<file path="src/rtl/assert_macros.svh">
// ----------------------------------------------------------------------------
// assert_macros.svh
// Shared concurrent assertion macros for the task dispatcher RTL.
// ----------------------------------------------------------------------------
`ifndef ASSERT_MACROS_SVH
`define ASSERT_MACROS_SVH

// Same-cycle implication, disabled while the active-low reset is asserted.
`define ASSERT_IMPLY(name, clk, rst_n, ante, cons, msg) \
  name: assert property (@(posedge clk) disable iff (!(rst_n)) (ante) |-> (cons)) \
    else $error(msg);

// Next-cycle implication, disabled while the active-low reset is asserted.
`define ASSERT_NEXT(name, clk, rst_n, ante, cons, msg) \
  name: assert property (@(posedge clk) disable iff (!(rst_n)) (ante) |=> (cons)) \
    else $error(msg);

`endif

</file>
<file path="src/rtl/ptd_pkg.sv">
// ----------------------------------------------------------------------------
// ptd_pkg
// Types, constants and controller/datapath interface structs for the
// priority task dispatcher.
// ----------------------------------------------------------------------------
package ptd_pkg;

  localparam int unsigned TableDepth = 64;
  localparam int unsigned IdxW       = $clog2(TableDepth);
  localparam int unsigned CntW       = IdxW + 1;
  localparam int unsigned PrioW      = 8;
  localparam int unsigned ReqPrioW   = 8;
  localparam int unsigned LimitW     = 7;
  localparam int unsigned CompW      = 32;

  localparam logic [LimitW-1:0] DefaultLimit = LimitW'(4);

  typedef enum logic [1:0] {
    OpSubmit   = 2'd0,
    OpDispatch = 2'd1,
    OpComplete = 2'd2,
    OpNop      = 2'd3
  } op_e;

  typedef enum logic [2:0] {
    ResOk      = 3'd0,
    ResFull    = 3'd1,
    ResLimit   = 3'd2,
    ResNone    = 3'd3,
    ResBadSlot = 3'd4
  } res_e;

  typedef enum logic [1:0] {
    TsQueued  = 2'd0,
    TsRunning = 2'd1,
    TsDone    = 2'd2,
    TsFailed  = 2'd3
  } tstat_e;

  // Commands from the controller to the datapath.
  typedef struct packed {
    logic load;        // capture the request fields
    logic rd_req;      // read the table at the requested slot
    logic scan_clear;  // restart the scan address
    logic scan_issue;  // read the table at the scan address and advance
    logic commit;      // apply the operation and load the result register
  } cmd_t;

  // Status from the datapath to the controller.
  typedef struct packed {
    logic limit_hit;
    logic table_empty;
    logic scan_last;
    logic out_free;
  } sts_t;

endpackage

</file>
<file path="src/rtl/ptd_ctrl.sv">
// ----------------------------------------------------------------------------
// ptd_ctrl
// Sequencing state machine: accepts a request, runs the table read or the
// dispatch scan, and commits once the result register can take the result.
// ----------------------------------------------------------------------------
module ptd_ctrl import ptd_pkg::*; (
  input  logic clk_i,
  input  logic rst_ni,
  input  logic in_valid_i,
  input  op_e  op_i,
  input  sts_t sts_i,
  output logic in_ready_o,
  output cmd_t cmd_o
);

  typedef enum logic [4:0] {
    SIdle  = 5'b00001,
    SRead  = 5'b00010,
    SScan  = 5'b00100,
    SDrain = 5'b01000,
    SExec  = 5'b10000
  } state_e;

  state_e state_q, state_d;

  always_comb begin
    state_d    = state_q;
    cmd_o      = '0;
    in_ready_o = 1'b0;
    case (state_q)
      SIdle: begin
        in_ready_o = 1'b1;
        if (in_valid_i) begin
          cmd_o.load = 1'b1;
          case (op_i)
            OpComplete: state_d = SRead;
            OpDispatch: begin
              if (!sts_i.limit_hit && !sts_i.table_empty) begin
                cmd_o.scan_clear = 1'b1;
                state_d          = SScan;
              end else begin
                state_d = SExec;
              end
            end
            default: state_d = SExec;
          endcase
        end
      end
      SRead: begin
        cmd_o.rd_req = 1'b1;
        state_d      = SExec;
      end
      SScan: begin
        cmd_o.scan_issue = 1'b1;
        if (sts_i.scan_last) begin
          state_d = SDrain;
        end
      end
      SDrain: begin
        // The last scan read returns and is compared in this cycle.
        state_d = SExec;
      end
      SExec: begin
        if (sts_i.out_free) begin
          cmd_o.commit = 1'b1;
          state_d      = SIdle;
        end
      end
      default: state_d = SIdle;
    endcase
  end

  always_ff @(posedge clk_i or negedge rst_ni) begin
    if (!rst_ni) begin
      state_q <= SIdle;
    end else begin
      state_q <= state_d;
    end
  end

endmodule

</file>
<file path="src/rtl/ptd_datapath.sv">
// ----------------------------------------------------------------------------
// ptd_datapath
// Task table memories, request registers, scan comparator, counters and the
// result register.
// ----------------------------------------------------------------------------
module ptd_datapath import ptd_pkg::*; (
  input  logic                       clk_i,
  input  logic                       rst_ni,
  input  cmd_t                       cmd_i,
  output sts_t                       sts_o,
  input  logic [LimitW-1:0]          limit_i,
  input  op_e                        op_i,
  input  logic signed [ReqPrioW-1:0] priority_req_i,
  input  logic [IdxW-1:0]            task_index_i,
  input  logic                       success_i,
  input  logic                       out_ready_i,
  output logic                       out_valid_o,
  output res_e                       status_o,
  output logic [IdxW-1:0]            slot_o,
  output logic [CntW-1:0]            queued_count_o,
  output logic [CntW-1:0]            running_count_o,
  output logic [CompW-1:0]           completed_count_o
);

  // Task table, one write port and one registered read port.
  logic signed [PrioW-1:0] prio_mem [TableDepth];
  tstat_e                  stat_mem [TableDepth];

  // Request registers.
  op_e                     op_q;
  logic signed [PrioW-1:0] prio_q;
  logic [IdxW-1:0]         idx_q;
  logic                    success_q;

  // Table read data and scan pipeline.
  logic signed [PrioW-1:0] prio_rd_q;
  tstat_e                  stat_rd_q;
  logic                    scan_vld_q;
  logic [IdxW-1:0]         scan_idx_q;
  logic [CntW-1:0]         scan_addr_q;
  logic                    found_q, found_d;
  logic signed [PrioW-1:0] best_prio_q, best_prio_d;
  logic [IdxW-1:0]         best_idx_q, best_idx_d;

  // Architectural counters.
  logic [CntW-1:0]  task_count_q, task_count_d;
  logic [CntW-1:0]  queued_q, queued_d;
  logic [CntW-1:0]  running_q, running_d;
  logic [CompW-1:0] completed_q, completed_d;

  // Result register.
  logic            out_valid_q;
  res_e            res_q, res_d;
  logic [IdxW-1:0] slot_q, slot_d;

  // Table writes and reads.
  logic            prio_we, stat_we;
  tstat_e          stat_wdata;
  logic [IdxW-1:0] wr_addr;
  logic            rd_en;
  logic [IdxW-1:0] rd_addr;

  logic [LimitW-1:0] limit_eff;
  logic              limit_hit;
  logic              take;

  assign limit_eff = (limit_i == '0) ? DefaultLimit : limit_i;
  assign limit_hit = running_q >= limit_eff;

  assign sts_o.limit_hit   = limit_hit;
  assign sts_o.table_empty = (task_count_q == '0);
  assign sts_o.scan_last   = (scan_addr_q == task_count_q - CntW'(1));
  assign sts_o.out_free    = !out_valid_q || out_ready_i;

  assign rd_en   = cmd_i.rd_req || cmd_i.scan_issue;
  assign rd_addr = cmd_i.scan_issue ? scan_addr_q[IdxW-1:0] : idx_q;

  // Scan comparator: strictly greater keeps the lowest slot on ties.
  assign take = scan_vld_q && (stat_rd_q == TsQueued)
                && (!found_q || (prio_rd_q > best_prio_q));

  always_comb begin
    found_d     = found_q;
    best_prio_d = best_prio_q;
    best_idx_d  = best_idx_q;
    if (cmd_i.load) begin
      found_d = 1'b0;
    end else if (take) begin
      found_d     = 1'b1;
      best_prio_d = prio_rd_q;
      best_idx_d  = scan_idx_q;
    end
  end

  always_comb begin
    task_count_d = task_count_q;
    queued_d     = queued_q;
    running_d    = running_q;
    completed_d  = completed_q;
    res_d        = ResOk;
    slot_d       = '0;
    prio_we      = 1'b0;
    stat_we      = 1'b0;
    stat_wdata   = TsQueued;
    wr_addr      = idx_q;
    case (op_q)
      OpSubmit: begin
        wr_addr = task_count_q[IdxW-1:0];
        if (task_count_q >= CntW'(TableDepth)) begin
          res_d = ResFull;
        end else begin
          prio_we      = 1'b1;
          stat_we      = 1'b1;
          stat_wdata   = TsQueued;
          slot_d       = task_count_q[IdxW-1:0];
          task_count_d = task_count_q + CntW'(1);
          queued_d     = queued_q + CntW'(1);
        end
      end
      OpDispatch: begin
        wr_addr = best_idx_q;
        if (limit_hit) begin
          res_d = ResLimit;
        end else if (!found_q) begin
          res_d = ResNone;
        end else begin
          stat_we    = 1'b1;
          stat_wdata = TsRunning;
          slot_d     = best_idx_q;
          running_d  = running_q + CntW'(1);
          if (queued_q != '0) begin
            queued_d = queued_q - CntW'(1);
          end
        end
      end
      OpComplete: begin
        wr_addr = idx_q;
        if ({1'b0, idx_q} >= task_count_q) begin
          res_d = ResBadSlot;
        end else begin
          if ((stat_rd_q == TsQueued) && (queued_q != '0)) begin
            queued_d = queued_q - CntW'(1);
          end
          stat_we    = 1'b1;
          stat_wdata = success_q ? TsDone : TsFailed;
          if (running_q != '0) begin
            running_d = running_q - CntW'(1);
          end
          completed_d = completed_q + CompW'(1);
          slot_d      = idx_q;
        end
      end
      default: res_d = ResOk;
    endcase
  end

  always_ff @(posedge clk_i) begin
    if (cmd_i.commit && prio_we) begin
      prio_mem[wr_addr] <= prio_q;
    end
    if (cmd_i.commit && stat_we) begin
      stat_mem[wr_addr] <= stat_wdata;
    end
    if (rd_en) begin
      prio_rd_q  <= prio_mem[rd_addr];
      stat_rd_q  <= stat_mem[rd_addr];
      scan_idx_q <= rd_addr;
    end
  end

  always_ff @(posedge clk_i) begin
    if (cmd_i.load) begin
      op_q      <= op_i;
      prio_q    <= PrioW'(priority_req_i);
      idx_q     <= task_index_i;
      success_q <= success_i;
    end
    best_prio_q <= best_prio_d;
    best_idx_q  <= best_idx_d;
    if (cmd_i.commit) begin
      res_q  <= res_d;
      slot_q <= slot_d;
    end
  end

  always_ff @(posedge clk_i or negedge rst_ni) begin
    if (!rst_ni) begin
      task_count_q <= '0;
      queued_q     <= '0;
      running_q    <= '0;
      completed_q  <= '0;
      out_valid_q  <= 1'b0;
      found_q      <= 1'b0;
      scan_vld_q   <= 1'b0;
      scan_addr_q  <= '0;
    end else begin
      found_q    <= found_d;
      scan_vld_q <= cmd_i.scan_issue;
      if (cmd_i.scan_clear) begin
        scan_addr_q <= '0;
      end else if (cmd_i.scan_issue) begin
        scan_addr_q <= scan_addr_q + CntW'(1);
      end
      if (cmd_i.commit) begin
        task_count_q <= task_count_d;
        queued_q     <= queued_d;
        running_q    <= running_d;
        completed_q  <= completed_d;
        out_valid_q  <= 1'b1;
      end else if (out_ready_i) begin
        out_valid_q <= 1'b0;
      end
    end
  end

  // The counts in the result register are the architectural counters,
  // which only change on a commit that also reloads the result.
  assign out_valid_o       = out_valid_q;
  assign status_o          = res_q;
  assign slot_o            = slot_q;
  assign queued_count_o    = queued_q;
  assign running_count_o   = running_q;
  assign completed_count_o = completed_q;

endmodule

</file>
<file path="src/rtl/priority_task_dispatcher.sv">
// ----------------------------------------------------------------------------
// priority_task_dispatcher
// Task table with priority dispatch under a programmable concurrency limit.
// ----------------------------------------------------------------------------
// The block keeps a table of up to 64 tasks. A submit transfer appends a
// queued task with a signed priority and returns its slot; a dispatch
// transfer picks the queued task of highest priority (lowest slot on ties),
// marks it running and returns its slot unless the running count has
// reached the run limit; a complete transfer marks a task done or failed.
// Every result carries the queued, running and completed counts. One
// request is worked on at a time. A complete reads the table once before
// its result, and a dispatch that searches walks the submitted tasks
// through the table's single read port, one entry per cycle. A new request
// is taken while the previous result still sits in the output register;
// its result is held back until that register has been emptied. Writes to
// the run limit are taken at any time and are meant for when the block is
// idle; a value of zero acts as the default of four.
// ----------------------------------------------------------------------------
module priority_task_dispatcher import ptd_pkg::*; (
  input  logic                       clk_i,
  input  logic                       rst_ni,
  // Configuration write channel.
  input  logic                       cfg_valid_i,
  output logic                       cfg_ready_o,
  input  logic [LimitW-1:0]          run_limit_i,
  // Request channel.
  input  logic                       in_valid_i,
  output logic                       in_ready_o,
  input  logic [1:0]                 op_i,
  input  logic signed [ReqPrioW-1:0] priority_req_i,
  input  logic [IdxW-1:0]            task_index_i,
  input  logic                       success_i,
  // Result channel.
  output logic                       out_valid_o,
  input  logic                       out_ready_i,
  output logic [2:0]                 status_o,
  output logic [IdxW-1:0]            slot_o,
  output logic [CntW-1:0]            queued_count_o,
  output logic [CntW-1:0]            running_count_o,
  output logic [CompW-1:0]           completed_count_o
);

`include "assert_macros.svh"

  cmd_t              cmd;
  sts_t              sts;
  logic [LimitW-1:0] limit_q;
  res_e              res;
  op_e               op;

  // The configuration register can always take a transfer.
  assign cfg_ready_o = 1'b1;

  always_ff @(posedge clk_i or negedge rst_ni) begin
    if (!rst_ni) begin
      limit_q <= DefaultLimit;
    end else if (cfg_valid_i) begin
      limit_q <= run_limit_i;
    end
  end

  assign op = op_e'(op_i);

  ptd_ctrl u_ctrl (
    .clk_i      (clk_i),
    .rst_ni     (rst_ni),
    .in_valid_i (in_valid_i),
    .op_i       (op),
    .sts_i      (sts),
    .in_ready_o (in_ready_o),
    .cmd_o      (cmd)
  );

  ptd_datapath u_datapath (
    .clk_i             (clk_i),
    .rst_ni            (rst_ni),
    .cmd_i             (cmd),
    .sts_o             (sts),
    .limit_i           (limit_q),
    .op_i              (op),
    .priority_req_i    (priority_req_i),
    .task_index_i      (task_index_i),
    .success_i         (success_i),
    .out_ready_i       (out_ready_i),
    .out_valid_o       (out_valid_o),
    .status_o          (res),
    .slot_o            (slot_o),
    .queued_count_o    (queued_count_o),
    .running_count_o   (running_count_o),
    .completed_count_o (completed_count_o)
  );

  assign status_o = res;

  // An error result never names a slot.
  `ASSERT_IMPLY(a_err_slot_zero, clk_i, rst_ni,
                out_valid_o && (status_o != ResOk), slot_o == '0,
                "error result carries a nonzero slot")

  // The block is busy in the cycle after it takes a request.
  `ASSERT_NEXT(a_busy_after_accept, clk_i, rst_ni,
               in_valid_i && in_ready_o, !in_ready_o,
               "request channel ready right after a transfer")

  // Neither task count can exceed the table size.
  `ASSERT_IMPLY(a_counts_bounded, clk_i, rst_ni, out_valid_o,
                (queued_count_o <= CntW'(TableDepth))
                && (running_count_o <= CntW'(TableDepth)),
                "task count above table size")

endmodule

</file>
<file path="config.mk">
export PLATFORM = sky130hd
export DESIGN_NAME = priority_task_dispatcher
export DESIGN_NICKNAME = d
export VERILOG_FILES = /design/src/rtl/ptd_pkg.sv /design/src/rtl/ptd_ctrl.sv /design/src/rtl/ptd_datapath.sv /design/src/rtl/priority_task_dispatcher.sv
export VERILOG_INCLUDE_DIRS = /design/src /design/src/rtl
export SDC_FILE = /design/constraint.sdc
export NUM_CORES = 1
export LEC_CHECK = 0
export BUFFER_PORTS_ARGS = -buffer_cell sky130_fd_sc_hd__buf_2
export CORE_ASPECT_RATIO = 1.25
export CORE_UTILIZATION = 67
export CTS_CLUSTER_DIAMETER = 80
export DETAILED_ROUTE_END_ITERATION = 8
export HOLD_SLACK_MARGIN = 0.02
export PLACE_DENSITY_LB_ADDON = 0.05
export SLEW_MARGIN = 30
export SYNTH_ARGS = -nofsm -noshare
export SYNTH_HDL_FRONTEND = slang
export SYNTH_SLANG_ARGS = --single-unit
</file>
<file path="constraint.sdc">
create_clock -name clk_i -period 10.3 [get_ports clk_i]
set_input_delay 1.03 -clock clk_i [delete_from_list [all_inputs] [get_ports clk_i]]
set_output_delay 1.03 -clock clk_i [all_outputs]
set_load 0.02 [all_outputs]
</file>
### Yosys cells after proc, flatten, opt, wreduce, memory -nomap -nowiden

Memory sizes are Yosys's and may differ from the RTL's. A register that Yosys moved wholly into a read port is not among the register bits.
Index checks and enable logic that the tools add are counted.

| word-level totals | value |
|---|---|
| register bits | 121 |
| output and inout bits | 58 |
| logic and storage cells | 150 |
| memory bits (writable) | 640 |
| memories kept | 2 |
| bits of input ports | 29 |

Memories:

| memory | depth | bits a word | read ports | clocked after memory_dff | write ports | line | RTL |
|---|---|---|---|---|---|---|---|
| u_datapath.prio_mem | 64 | 8 | 1 | 1 | 1 | ptd_datapath.sv:26 | `logic signed [PrioW-1:0] prio_mem [TableDepth];` |
| u_datapath.stat_mem | 64 | 2 | 1 | 1 | 1 | ptd_datapath.sv:27 | `tstat_e stat_mem [TableDepth];` |

| operators by class | value |
|---|---|
| mux-type cells | 63 |
| add/sub/neg operators | 8 |
| reductions and logical operators | 31 |
| bitwise gates (word level) | 3 |
| $lt $le $gt $ge | 4 |
| eq/ne operators | 20 |

Operators by type and width:

| operator | count |
|---|---|
| $mux W7 | 13 |
| $add A32 B1 Y32 const B | 1 |
| $mux W6 | 5 |
| $add A7 B1 Y7 const B | 4 |
| $mux W1 | 27 |
| $pmux W7 S3 | 1 |
| $sub A7 B1 Y7 const B | 3 |
| $mux W5 | 4 |
| $pmux W5 S4 | 1 |
| $pmux W6 S3 | 1 |
| $logic_not A7 Y1 | 2 |
| $pmux W7 S2 | 1 |
| $reduce_bool A7 Y1 | 2 |
| $ne A2 B2 Y1 const B | 6 |
| $pmux W6 S2 | 1 |
| $pmux W5 S2 | 1 |
| $pmux W3 S3 | 1 |
| $reduce_and A3 Y1 | 3 |
| $gt A8 B8 Y1 | 1 |
| $ne A2 B1 Y1 const B | 4 |
| $reduce_and A8 Y1 | 1 |
| $reduce_bool A2 Y1 | 4 |
| $eq A7 B7 Y1 | 1 |
| $ge A6 B7 Y1 | 1 |
| other kinds (22) | 40 |

### Depth between registers and ports, before layout

Gate-level depths: netlist of the first run.

| logic depth | value |
|---|---|
| depth in word-level cells | 10 |
| mapped depth | 14 |
| mapped depth without buffers | 11 |

### Hierarchy

From an unflattened synthesis of the first run, not the netlist that was laid out.

| second synthesis, totals | value |
|---|---|
| cells, all modules | 3,092 |
| area total of the unflattened synthesis | 36,608.9 um2 |

By module, submodules not included:

| module | cells an instance | instances | seq. area each (um2) | area each (um2) |
|---|---|---|---|---|
| ptd_datapath | 3,041 | 1 | 22,476.6 | 35,965.7 |
| ptd_ctrl | 34 | 1 | 126.4 | 339.1 |
| priority_task_dispatcher | 17 | 1 | 176.4 | 304.0 |

### Worst setup path before layout of the first run

OpenSTA, ideal clock, no wires.

| timing | value |
|---|---|
| kind | register to register |
| from | register u_datapath.running_q[0], in the netlist u_datapath.running_count_o[0] |
| to | memory u_datapath.stat_mem[0][0] in the netlist's numbering (data pin) |
| stages on the path, launching flop included | 10 |
| arrival time | 3,758 ps |
| period minus slack after synthesis | 4,273 ps |
| setup time | 516 ps |
| required time | 9,784 ps |
| buffers on the path | 0 |
| path slack | 6,027 ps |
| cell sequence | dfrtp_1 > inv_1 > ha_1 > nand2b_1 > a21o_1 > a21oi_1 > o21bai_1 > nor3b_1 > a21oi_1 > nor2b_1 |

| on the way | value |
|---|---|
| cells in the longest elaborated chain, start to end | 3 |

Ends and longest elaborated chain:

| what | line | RTL |
|---|---|---|
| from (decl) | ptd_datapath.sv:48 | `logic [CntW-1:0] running_q, running_d;` |
| from (signal assigned) | ptd_datapath.sv:207 | `running_q <= running_d;` |
| $ge A7 B7 Y1 | ptd_datapath.sv:68 | `assign limit_hit = running_q >= limit_eff;` |
| $mux W2 | ptd_datapath.sv:122 | `if (limit_hit) begin` |
| $pmux W2 S2 | ptd_datapath.sv:106 | `case (op_q)` |
| named net u_datapath.stat_wdata[0] | ptd_datapath.sv:58 | `tstat_e stat_wdata;` |
| to (decl) | ptd_datapath.sv:27 |  |

The timed path passes the listed nets, and every way through them passes these cells.

### Worst setup path after layout of the first run

| timing | value |
|---|---|
| from | register u_ctrl.state_q[4] |
| to | register u_datapath.prio_rd_q[7] (read register of u_datapath.prio_mem) (data pin) |

| on the way | value |
|---|---|
| cells in the longest elaborated chain, start to end | 3 |
| elaborated cells on any way between the ends | 6 |
| those cells by class | 2 x eq/ne; 3 x mux; 1 x reduce/logical |

Ends and longest elaborated chain:

| what | line | RTL |
|---|---|---|
| from (decl) | ptd_ctrl.sv:24 | `state_e state_q, state_d;` |
| from (signal assigned) | ptd_ctrl.sv:75 | `state_q <= SIdle;` |
| from (signal assigned) | ptd_ctrl.sv:77 | `state_q <= state_d;` |
| $eq A5 B3 Y1 or $eq A5 B2 Y1 (tied branches) | ptd_ctrl.sv:30 | `case (state_q)` |
| $mux W1 | ptd_ctrl.sv:30 |  |
| $mux W6 or $logic_or A1 B1 Y1 (tied branches) | ptd_datapath.sv:76, ptd_datapath.sv:75 |  |
| to (decl) | ptd_datapath.sv:36 | `logic signed [PrioW-1:0] prio_rd_q;` |

Parallel ways exist; a longest one is shown, timed or not.
A chain may end at the register's enable or synchronous reset.

==> results.yml, run 1 <==
floorplan:
  rows: 90
  dieArea_sq_mm: 0.0504
  die_h_um: 251
  die_x_um: 201
  coreArea_sq_mm: 0.0485
  ios: 87
  initial_core_util: 0.683
detailed_routing:
  ant_nets: 0
  drt_wl_total_mm: 85.8
  via_per_inst: 6.91
  drt_iter0_drc: 2465
  routedWlPerCell_um: 27.7
  vias: 21409
  drtPass1Iterations: 6
  drc_errors: 0
worst_setup_path:
  crit_arrival_ns: 5.43
  critical_path.endpoint_type: "flip-flop"
  worstSetupPathType: "flip-flop to flip-flop"
  cp.required_ns: 10.63
  r2r_cells: 10
  reg2reg_to: "u_datapath.prio_rd_q[7]$_DFFE_PP_"
  crit_path_frequent_cell: "buf_4"
  cpLargestDelayFamily: "buffers and inverters"
  crit_slowest_cell: "dfrtp_1"
  critPathLaunchType: "flip-flop"
  critPathMaxFanout: 84
  slowest_delay_ns: 0.92
  critPathBufInv: 4
  r2r-start: "u_ctrl.state_q[4]$_DFFE_PN0P_"
  path_cells: "clkinv_1, nand3_1, buf_4, and2_4, inv_6, nand2_1, buf_4, o221ai_1, a211oi_1, nor4_1"
  cp.depth: 10
  rrSetupSlack_ns: 5.21
cts:
  clk_path_buf_depth: 3
  cts_buffers: 74
  clock_sinks: 771
  cts_resized: 0
  path_clk_slew_ns: 0.06
  postCtsSetupRepairBufs: 0
  h-tree-depth: 3
  cts-root-buf: "clkbuf_16"
  cts_hold_buffers: 0
  cts_tree: "yes"
  insertion_delay_ns: 0.62
logic_synthesis:
  yosys.area.top_type: "edfxtp_1"
  synth_edf_count: 696
  synth_area_per_cell_sq_um: 13.9
  synthTopCellsByArea: "edfxtp_1, dfrtp_1, a211oi_1, nand2_1, mux2i_1"
  synthesis.area_sq_mm: 0.0331
  synth_top_area_share: 0.631
  ys_ff_latch: 771
  synth_fp_nets: 2453
  synth_flop_cell: "edfxtp_1"
  ys_seq_area_frac: 0.687
  ys_warn_count: 0
  synth_cell_types: 74
  postSynthCellCount: 2380
  synthArstFlopShare: 0.0973
cells_and_area:
  nets: 2478
  multiInputGateArea_sq_mm: 0.00940
  area_growth_pct: 9.19
  regArea_sq_mm: 0.0228
  fillerInstances: 3032
  antenna_cells: 0
  finalNonFillerCells: 3100
  fin_area_sq_mm: 0.0362
  drive_above_1_share: 0.116
pwr:
  p_clk_frac: 0.312
  p_total_mw: 8.23
  seqPwrFrac: 0.457
  switchingPower_mw: 2.60
  switching_share: 0.315
  intPower_mw: 5.64
  p_leak_nw: 12.6
  powerDensity_mw_per_mm2: 228
  pwr-share-comb: 0.230
  ir_drop_v: 0.000236
placed_design:
  portBuffers: 85
  place_congestion: 0.903
  dp_hpwl_mm: 51.3
  place_inst: 2973
  post_dp_cell_area_sq_mm: 0.0339
global_routing:
  grt_max_degree: 109
  track_usage: 0.346
  grt_overflow: 0
  grt_antenna_before_repair: 0
  grt_pass1_vias: 20930
  grt_first_pass_wirelength_mm: 129
worst_hold_path:
  hold_class: "input pin to asynchronous set/reset pin"
sta:
  holdWs_ns: 0.426
  relSlewSlack: 0.387
  min_period_ns: 5.09
  rsz0062_at_grt: "no"
  post-route-period-util: 0.494
  worstMarginPinSlew_ns: 0.920
  clock_skew_ns: 0.0157
  drv_slew: 0
  hold_viol: 0
  setup_viol: 0
  final.setup.tns_ns: 0
  max_freq_mhz: 196
outcome:
  status: "completed"
run:
  cap_violations: 0
sequential cells by signal, summed over array words and instances (netlist names), 2 cells and up:
| name | cells |
|---|---|
| u_datapath.prio_mem | 512 |
| u_datapath.stat_mem | 128 |
| u_datapath.completed_count_o | 32 |
| u_datapath.best_prio_q | 8 |
| u_datapath.prio_q | 8 |
| u_datapath.prio_rd_q | 8 |
| limit_q | 7 |
| u_datapath.queued_count_o | 7 |
| u_datapath.running_count_o | 7 |
| u_datapath.scan_addr_q | 7 |
| u_datapath.task_count_q | 7 |
| u_datapath.best_idx_q | 6 |
| u_datapath.idx_q | 6 |
| u_datapath.scan_idx_q | 6 |
| u_datapath.slot_o | 6 |
| u_ctrl.state_q | 5 |
| u_datapath.status_o | 3 |
| u_datapath.op_q | 2 |
| u_datapath.stat_rd_q | 2 |
worst reg2reg max path: stages, from the launching register on:
cell,delay (ns)
dfrtp_1,0.92
clkinv_1,0.47
nand3_1,0.16
buf_4,0.42
and2_4,0.51
inv_6,0.28
nand2_1,0.72
buf_4,0.47
o221ai_1,0.17
a211oi_1,0.60
nor4_1,0.10
power groups by stage:
stage	Sequential [mW]	Combinational (mW)	Clock (mW)
4_1_cts	3.76	1.87	2.59
3_3_place_gp	3.82	1.81	0
2_1_floorplan	3.85	1.18	0
3_5_place_dp	3.83	1.85	0
5_1_grt	3.78	2.01	2.70
6_report	3.77	1.90	2.57
worst max path at each step:
stage,to,slack (ns),start
CTS,u_datapath.prio_rd_q[7]$_DFFE_PP_,5.25,u_ctrl.state_q[4]$_DFFE_PN0P_
detailed placement,u_datapath.prio_rd_q[7]$_DFFE_PP_,5.39,u_ctrl.state_q[4]$_DFFE_PN0P_
floorplan,u_datapath.stat_mem[0][0]$_DFFE_PP_,6.03,u_datapath.running_count_o[0]$_DFFE_PN0P_
finish,u_datapath.prio_rd_q[7]$_DFFE_PP_,5.21,u_ctrl.state_q[4]$_DFFE_PN0P_
global route,u_datapath.prio_rd_q[7]$_DFFE_PP_,5.02,u_ctrl.state_q[4]$_DFFE_PN0P_
global placement,u_datapath.prio_rd_q[7]$_DFFE_PP_,5.46,u_ctrl.state_q[4]$_DFFE_PN0P_
through the flow:
| stage | utilization | setup slack (ns) |
|---|---|---|
| global placement | 0.699 | 5.46 |
| finish | 0.746 | 5.21 |
| global route | 0.746 | 5.02 |
| detailed placement | 0.699 | 5.39 |
| floorplan | - | 6.03 |
| CTS | 0.745 | 5.25 |
per-layer routing:
metal,track usage,vias up,share of wire,routed length (um)
li1,-,9305,-,-
met1,0.444,10622,0.37,31300
met2,0.564,1214,0.49,41900
met3,0.0610,268,0.092,7870
met4,0.190,0,0.055,4700
met5,0,-,0,0
cells in the mapped netlist, types with 38 or more instances:
library cell	number
edfxtp_1	696
and3_1	124
buf_2	41
mux2i_1	84
o221ai_1	39
a21boi_0	38
o21ai_0	49
nor4_1	63
inv_1	47
nor2_1	114
dfrtp_1	73
clkbuf_1	106
a311oi_1	69
a211oi_1	198
ha_1	42
nand2_1	231
layout by cell type (no fill, tap or decap), types with 39 or more instances in the layout:
cell | synthesis | routed
edfxtp_1 | 696 | 696
nand2_1 | 231 | 230
a211oi_1 | 198 | 197
and3_1 | 124 | 124
nor2_1 | 114 | 114
mux2i_1 | 84 | 84
buf_2 | 41 | 84
clkbuf_16 | 0 | 76
dfrtp_1 | 73 | 73
a311oi_1 | 69 | 69
nor4_1 | 63 | 62
o21ai_0 | 49 | 49
inv_1 | 47 | 47
ha_1 | 42 | 42
buf_4 | 11 | 41
o221ai_1 | 39 | 39
final cells by class:
class | count | area share
well taps | 644 | 0.0223
clock inverters | 37 | 0.00781
multi-input cells | 1381 | 0.260
clock buffers | 90 | 0.0543
repair buffers | 127 | 0.0207
flip-flops and latches | 771 | 0.630
inverters | 50 | 0.00546
cell families after synthesis:
logic type / Yosys count / share of synthesized area
flip-flops: 771 / 0.687
AO/OA/AOI/OAI: 496 / 0.114
adder cells (fa/ha/maj): 44 / 0.0171
buffers and inverters: 228 / 0.0316
multiplexers: 102 / 0.0315
other: 1 / 0.000113
XOR/XNOR: 66 / 0.0174
AND/OR/NAND/NOR: 672 / 0.101
(Power assumes the default switching activity.)
==> run 2: changes to the inputs <==
Settings changed: ABC_AREA set to 1, CORE_UTILIZATION 67 to 63.
Clock period 10.3 ns to 4.9 ns, I/O delays scaled along.
==> run 2 against run 1 <==
Critical endpoint is now u_datapath.prio_mem[0][1]$_DFFE_PP_. Worst setup slack lost 4.1 ns. Final area rose by 9.5%. Clock power up 130%. Total power is 120% higher. Wire length increased by 9.1%. Sequential cell count did not move. Largest cell class unchanged. First-iteration DRC count up 14%. Area after synthesis grew 8.1%.
==> results.yml, run 2 <==
outcome:
  status: "completed"
pwr:
  pwr-share-comb: 0.238
  switching_share: 0.323
  p_total_mw: 18.3
  switchingPower_mw: 5.89
  p_clk_frac: 0.329
  p_leak_nw: 15.9
  intPower_mw: 12.4
  ir_drop_v: 0.000494
  powerDensity_mw_per_mm2: 461
  seqPwrFrac: 0.433
sta:
  relSlewSlack: 0.288
  hold_viol: 0
  setup_viol: 0
  clock_skew_ns: 0.0255
  rsz0062_at_grt: "no"
  post-route-period-util: 0.768
  drv_slew: 0
  max_freq_mhz: 266
  worstMarginPinSlew_ns: 1.07
  min_period_ns: 3.76
  final.setup.tns_ns: 0
cells_and_area:
  largest_reg_flops: 512
  area_growth_pct: 10.6
  mostFrequentLayoutCell: "edfxtp_1"
  drive_above_1_share: 0.0823
  fillerInstances: 4152
  largest-register: "u_datapath.prio_mem"
  nets: 3570
  regArea_sq_mm: 0.0228
  final_cell_mix: "edfxtp_1, nand2_1, nand3_1"
  multiInputGateArea_sq_mm: 0.0105
global_routing:
  grt_max_degree: 150
  grt_pass1_vias: 25003
  grt_first_pass_wirelength_mm: 142
  grt_antenna_before_repair: 1
  grt_overflow: 0
  track_usage: 0.324
cts:
  cts_buffers: 77
  cts_tree: "yes"
  path_clk_slew_ns: 0.06
  clock_sinks: 771
  h-tree-depth: 3
  cts_hold_buffers: 5
  postCtsSetupRepairBufs: 0
  cts-root-buf: "clkbuf_16"
  clk_path_buf_depth: 3
  cts_resized: 0
  insertion_delay_ns: 0.64
placed_design:
  place_congestion: 0.895
  dp_hpwl_mm: 55.8
  portBuffers: 85
worst_hold_path:
  hold_class: "input pin to flip-flop"
  hold_path_end: "u_datapath.prio_q[0]$_DFFE_PP_"
  min_path_cells: 1
  hp-start: "priority_req_i[0]"
logic_synthesis:
  ys_seq_area_frac: 0.636
  synthArstFlopShare: 0.0973
  ys_top_cells_by_count: "edfxtp_1, nand2_1, nand3_1"
  synth_cell_types: 49
  synth_flop_cell: "edfxtp_1"
  yosysMostFrequentCell: "edfxtp_1"
  synth_fp_nets: 3531
  synthesis.area_sq_mm: 0.0358
  synthTopCellsByArea: "edfxtp_1, nand3_1, nand2_1, dfrtp_1, nand3b_1"
  synth_top_area_share: 0.583
  ys_warn_count: 0
  synth_area_per_cell_sq_um: 10.4
  synth_edf_count: 696
  ys_ff_latch: 771
  yosys.area.top_type: "edfxtp_1"
  postSynthCellCount: 3458
floorplan:
  dieArea_sq_mm: 0.0578
  initial_core_util: 0.639
  die_h_um: 269
  coreArea_sq_mm: 0.0561
  rows: 97
  ios: 87
  die_x_um: 215
detailed_routing:
  drc_errors: 0
  drt_iter0_drc: 2798
  ant_nets: 0
  drtPass1Iterations: 8
  drt_wl_total_mm: 93.6
  via_per_inst: 5.98
  vias: 25757
  routedWlPerCell_um: 21.7
run:
  cap_violations: 0
worst_setup_path:
  reg2reg_to: "u_datapath.prio_mem[0][1]$_DFFE_PP_"
  cp.required_ns: 5.14
  r2r_cells: 9
  crit_arrival_ns: 4.00
  rrSetupSlack_ns: 1.14
  worstSetupPathType: "flip-flop to flip-flop"
  critPathMaxFanout: 11
  critical_path.endpoint_type: "flip-flop"
  critPathLaunchType: "flip-flop"
  r2r-start: "u_datapath.op_q[1]$_DFFE_PP_"
run 2: critical path, cell delays in order (launching register included):
cell      delay (ns)
edfxtp_1        0.47
inv_1           0.12
ha_1            0.38
nor2_1          0.18
nand2_1         0.09
and3_1          0.31
inv_1           0.14
nor2_1          0.56
nand2_1         0.34
nor2_1          0.76
run 2: cells by family (layout without fill, tap and decap cells):
| family | after synthesis | after routing | share of synthesized area |
|---|---|---|---|
| XOR/XNOR | 56 | 56 | 0.0137 |
| multiplexers | 1 | 1 | 0.000314 |
| AND/OR/NAND/NOR | 1830 | 1830 | 0.245 |
| buffers and inverters | 666 | 769 | 0.0751 |
| AO/OA/AOI/OAI | 89 | 89 | 0.0145 |
| adder cells (fa/ha/maj) | 44 | 44 | 0.0158 |
| flip-flops | 771 | 771 | 0.636 |
| other | 1 | 2 | 0.000105 |
run 2: layout make-up:
class / count / area share
sequential: 771 / 0.575
multi-input combinational: 2021 / 0.264
clock buffer: 96 / 0.0525
inverter: 478 / 0.0454
timing repair buffer: 148 / 0.0274
tap: 742 / 0.0234
clock inverter: 47 / 0.0121
antenna: 1 / 0.0000632
run 2: stage by stage:
step	setup WS [ns]	hold slack, ns	area, sq um	utilization	instances
after global routing	1.06	0.0347	39600	0.707	4303
after CTS	0.797	0.0216	39600	0.706	4302
after detailed placement	0.806	0.405	37000	0.659	4154
after global placement	0.865	0.402	36900	0.658	4152
after floorplan	0.247	0.194	35800	-	3458
final	1.14	0.0421	39600	0.707	4304
run 2: how the worst max path moves through the flow:
stage,to,depth (start not counted),slack [ns],from
after floorplan,u_datapath.stat_mem[0][0]$_DFFE_PP_,11,0.25,u_datapath.task_count_q[2]$_DFFE_PN0P_
after global placement,u_datapath.prio_rd_q[5]$_DFFE_PP_,11,0.86,u_ctrl.state_q[1]$_DFFE_PN0P_
after detailed placement,u_datapath.prio_rd_q[5]$_DFFE_PP_,11,0.81,u_ctrl.state_q[1]$_DFFE_PN0P_
after CTS,u_datapath.prio_rd_q[5]$_DFFE_PP_,11,0.80,u_ctrl.state_q[1]$_DFFE_PN0P_
after global routing,u_datapath.prio_rd_q[6]$_DFFE_PP_,11,1.06,u_ctrl.state_q[1]$_DFFE_PN0P_
final,u_datapath.prio_mem[0][1]$_DFFE_PP_,9,1.14,u_datapath.op_q[1]$_DFFE_PP_
run 2: metal layers:
metal | routed length (um) | up-vias | share of wire | track usage
li1 | - | 11735 | - | -
met1 | 34600 | 12447 | 0.37 | 0.400
met2 | 46100 | 1328 | 0.49 | 0.551
met3 | 8030 | 247 | 0.086 | 0.0470
met4 | 4800 | 0 | 0.051 | 0.183
met5 | 0 | - | 0 | 0
run 2: power groups by stage:
stage | logic [mW] | registers, mW | clock network [mW]
floorplan | 2.53 | 8.24 | 0
global placement | 4.11 | 8.04 | 0
detailed placement | 4.25 | 8.05 | 0
CTS | 4.27 | 7.91 | 6.06
global route | 4.68 | 7.94 | 6.29
finish | 4.34 | 7.92 | 6.02
